==> src/hw/rtl/ipv4_policy_filter_top_defines.svh <==
// Assertion macros used by the policy filter RTL.
`ifndef IPV4_POLICY_FILTER_TOP_DEFINES_SVH
`define IPV4_POLICY_FILTER_TOP_DEFINES_SVH
// Same-cycle implication, reset masks the check.
`define IPF_ASSERT_NOW(lbl, clk, rst, ante, cons) \
   lbl: assert property (@(posedge clk) disable iff (rst) (ante) |-> (cons)) \
      else $error("ipf check failed");
// Next-cycle implication, reset masks the check.
`define IPF_ASSERT_NEXT(lbl, clk, rst, ante, cons) \
   lbl: assert property (@(posedge clk) disable iff (rst) (ante) |=> (cons)) \
      else $error("ipf check failed");
`endif

==> src/hw/rtl/ipf_ram.sv <==
// Generic single-port RAM with registered read data.
module ipf_ram #(
   parameter int WIDTH = 8,
   parameter int DEPTH = 16
) (
   input  logic                     clock,
   input  logic                     we,
   input  logic [$clog2(DEPTH)-1:0] addr,
   input  logic [WIDTH-1:0]         wdata,
   output logic [WIDTH-1:0]         rdata
);
   logic [WIDTH-1:0] mem_ff [DEPTH];
   logic [WIDTH-1:0] rdata_ff;

   always_ff @(posedge clock) begin
      if (we) begin
         mem_ff[addr] <= wdata;
      end
      rdata_ff <= mem_ff[addr];
   end

   assign rdata = rdata_ff;
endmodule

==> config.mk <==
export PLATFORM = sky130hd
export DESIGN_NAME = ipf_ram
export DESIGN_NICKNAME = d
export VERILOG_FILES = /design/src/hw/rtl/ipv4_policy_filter_top_defines.svh /design/src/hw/rtl/ipf_ram.sv
export SDC_FILE = /design/constraint.sdc
export NUM_CORES = 1
export LEC_CHECK = 0
export ABC_AREA = 1
export BUFFER_PORTS_ARGS = -buffer_cell sky130_fd_sc_hd__buf_4
export CAP_MARGIN = 20
export CORE_AREA = 2 2 94 96
export CTS_BUF_LIST = sky130_fd_sc_hd__clkbuf_4
export DETAILED_ROUTE_END_ITERATION = 10
export DIE_AREA = 0 0 96 98
export GPL_TIMING_DRIVEN = 0
export PLACE_DENSITY = 0.9
export SETUP_SLACK_MARGIN = 0.1
export SLEW_MARGIN = 20
export SYNTH_ARGS = -nofsm -noshare
export SYNTH_HDL_FRONTEND = slang
export SYNTH_SLANG_ARGS = --single-unit
==> constraint.sdc <==
create_clock -name clock -period 4.8 [get_ports clock]
set_clock_uncertainty 0.1 [all_clocks]
set_input_delay 0.96 -clock clock [delete_from_list [all_inputs] [get_ports clock]]
set_output_delay 0.96 -clock clock [all_outputs]
set_load 0.05 [all_outputs]
-- Word-level counts from Yosys, hierarchy flattened
Memories as Yosys holds them, arrays and structs flattened. A register that Yosys moved wholly into a read port is not among the register bits.
Cells that the tools add are included.
- add/sub/neg operators: 0
- $mul: 0
- divide/modulo/power cells: 0
- magnitude comparators: 0
- equality and inequality tests: 0
- shift operators: 0
- mux-type cells: 2
- bitwise logic cells: 0
- reductions and logical operators: 0
- operator list (cell ; count):
    2-to-1 mux 1 bit ; 2
- register bits after elaboration: 0
- bits in latches: 0
- memory bits (writable): 128
- memory bits (read-only): 0
- input port bits: 14
- memories kept: 1
- memory list (name ; words ; bits a word ; read ports ; clocked after Yosys merged registers in ; write ports ; line ; RTL):
    mem_ff ; 16 ; 8 ; 1 ; 1 ; 1 ; ipf_ram.sv:12 ; logic [WIDTH-1:0] mem_ff [DEPTH];

-- Logic depth before layout (Yosys ltp)
- word-level depth: 2
- mapped depth: 11
- mapped depth without buffers: 9

-- Worst setup path after synthesis
Ideal clock, no wire load.
- path type: input to register
- from: input addr[1]
- to: memory mem_ff[3][0], enable pin
- library setup time: 370 ps
- arrival time: 1967 ps
- slack: 2363 ps
- stages on the path: 4
- cells stage by stage: buf_2 clkbuf_1 nand3_1 nor2_1
- RTL lines (element ; line ; RTL):
    start: declaration ; ipf_ram.sv:8 ; input logic [$clog2(DEPTH)-1:0] addr,
    end: declaration ; ipf_ram.sv:12 ;
No word-level cell before the write port.

-- Worst setup path after layout
- from: input addr[1]
- to: memory mem_ff[10][4], enable pin
No word-level cell before the write port.

==> flow_summary.yaml <==
floorplan:
  coreArea_sq_um: 8470
  num_rows: 34
  die_w_microns: 96
  die_area_sq_um: 9410
  num_io_pins: 22
  die_h_microns: 98
  start_util_pct: 66.1
placement:
  gp_congestion: 0.949
  portBuffers: 20
  dp_hpwl_microns: 7890
  place_inst: 676
setup_path:
  path_class: "input port to register"
  path_max_fanout: 10
  startpoint_type: "input port"
  critPathSlowestCell: "nor2_1"
  cp.required_ps: 4850
  crit_family: "simple AND/OR/NAND/NOR gates"
  crit_buf_inv: 2
  crit_path_cell_trace: "buf_2, clkbuf_1, nand3_1, nor2_1"
  cp-end-kind: "register"
  slowest_delay_ps: 640
  crit_arrival_ps: 2520
detailed_routing:
  drc: 0
  dr.pass1.iters: 5
  vias: 3922
  ant_nets: 0
  via_per_inst: 5.54
  drt_iter0_drc: 454
  routedWlPerCell_microns: 17.3
  wl_microns: 12300
run_status:
  status: "finished clean"
synth:
  synth_nets: 562
  yosys-top-cells-count: "nand2_1, edfxtp_1, inv_1"
  ys_seq_area_share_pct: 71.6
  ys_warn_count: 0
  synth_area_sq_um: 5590
  synth_area_leaders: "edfxtp_1, nand2_1, dfxtp_1"
  netlist.area_leader.share_pct: 68.7
  ys_types: 11
  yosysTopAreaCell: "edfxtp_1"
  synth.most_common_cell: "nand2_1"
  synth_edf_count: 128
  synth_cells: 548
  syn_area_per_cell_sq_um: 10.2
  ys_ff_latch: 136
  synthFlopType: "edfxtp_1"
  synthArstFlopShare_pct: 0
cts:
  cts-resized-gates: 0
  cts_setup_buffers: 0
  clkTransAtPathRegs_ps: 110
  htree_levels: 4
  clk_path_buf_depth: 2
  clock-sinks: 136
  hold_buffers: 0
  cts_buffers: 17
  cts_tree: "yes"
  cts_root_buf: "clkbuf_4"
  clk_latency_ps: 520
timing:
  rsz0062_at_grt: "no"
  tns_ps: 0
  max_freq_ghz: 0.405
  period_needed_ps: 2470
  slew_headroom_pct: 47.0
  period_share_pct: 51.4
  setup_viol: 0
  worstMarginPinSlew_ps: 792
  hold_violations: 0
  final_max_slew_viol_count: 0
cells_and_area:
  antenna_cells_inserted: 0
  final_cells: 708
  fin_nets: 601
  drive_above_1_share_pct: 11.7
  utilization_pct: 73.6
  area_growth_pct: 11.4
grt:
  grt_pass1_vias: 3909
  grt_pass1_wl_microns: 19000
  antenna_found_initial: 0
  overflow: 0
  grt_util_all_layers_pct: 28.1
  grt_start_max_net_pins: 17
job:
  maxCapViolCount: 0
power_and_ir_drop:
  p_per_area_nw_per_um2: 389
  max-vdd-ir-drop_mv: 0.237
  leakagePower_nw: 2.69
min_path:
  hp-class: "register to register"
state kept, by name, summed over array words and instances, names as in the netlist:
register / flops
mem_ff: 128
rdata: 8
cells in the final DEF, fill, tap and decap left out, drive strengths merged:
cell      count
nand2       346
edfxtp      128
buf          38
inv          24
clkbuf       20
nor2         18
dfxtp         8
clkinv        6
bufinv        5
nand3         4
clkinvlp      3
where the power goes:
part	switching, mW	total [mW]	internal [mW]	leakage [nW]
combinational	0.145	0.198	0.0531	1.29
sequential	0.00764	1.33	1.33	1.22
clock	0.426	0.894	0.468	0.176
routing by layer:
layer  share of wire, %  GRT usage, %  vias up
met4                3.7          14.8        0
met1                 38          37.2     1776
met3                9.4          6.17       52
met5                  0             0        -
li1                   -             -     1837
met2                 49          43.7      257
area by class of cell:
class                           count  area [sq um]
Inverter                           23          86.3
Tap cell                          108           135
Fill cell                         532          2230
Buffer                             21           116
Sequential cell                   136          4000
Clock buffer                       17           128
Clock inverter                     15           225
Timing Repair Buffer               20           150
Multi-Input combinational cell    368          1390
worst reg2reg max path, delay by kind of cell, from the launching register on:
family	cells	cell delay (ps)
and+or+nand+nor	7	490
DFF	1	410
buffers and inverters	1	100
path summary, 6_finish.rpt:
path | startpoint | end | slack, ps | cells after the start
worst min-delay path | mem_ff[0][4] | rdata[4] | 640 | 8
worst max-delay path | addr[1] | mem_ff[10][4] | 2330 | 4
worst min register to register | mem_ff[0][4] | rdata[4] | 640 | 8
worst max register to register | mem_ff[3][1] | rdata[1] | 3610 | 8
kinds of logic after synthesis:
kind of cell | Yosys count | share of synthesized area [%]
flops | 136 | 71.6
simple gates | 368 | 24.8
buf+inv | 44 | 3.62
stage by stage:
stage	worst slack, ps	cell area [sq um]	hold slack, ps	total power, mW
after floorplan	2360	5590	543	1.48
after global placement	1920	5880	579	1.54
after detailed placement	1840	5880	588	1.55
after CTS	2390	6230	644	2.42
after global routing	2270	6230	661	2.49
final	2330	6230	637	2.43
(Power assumes the default switching activity.)
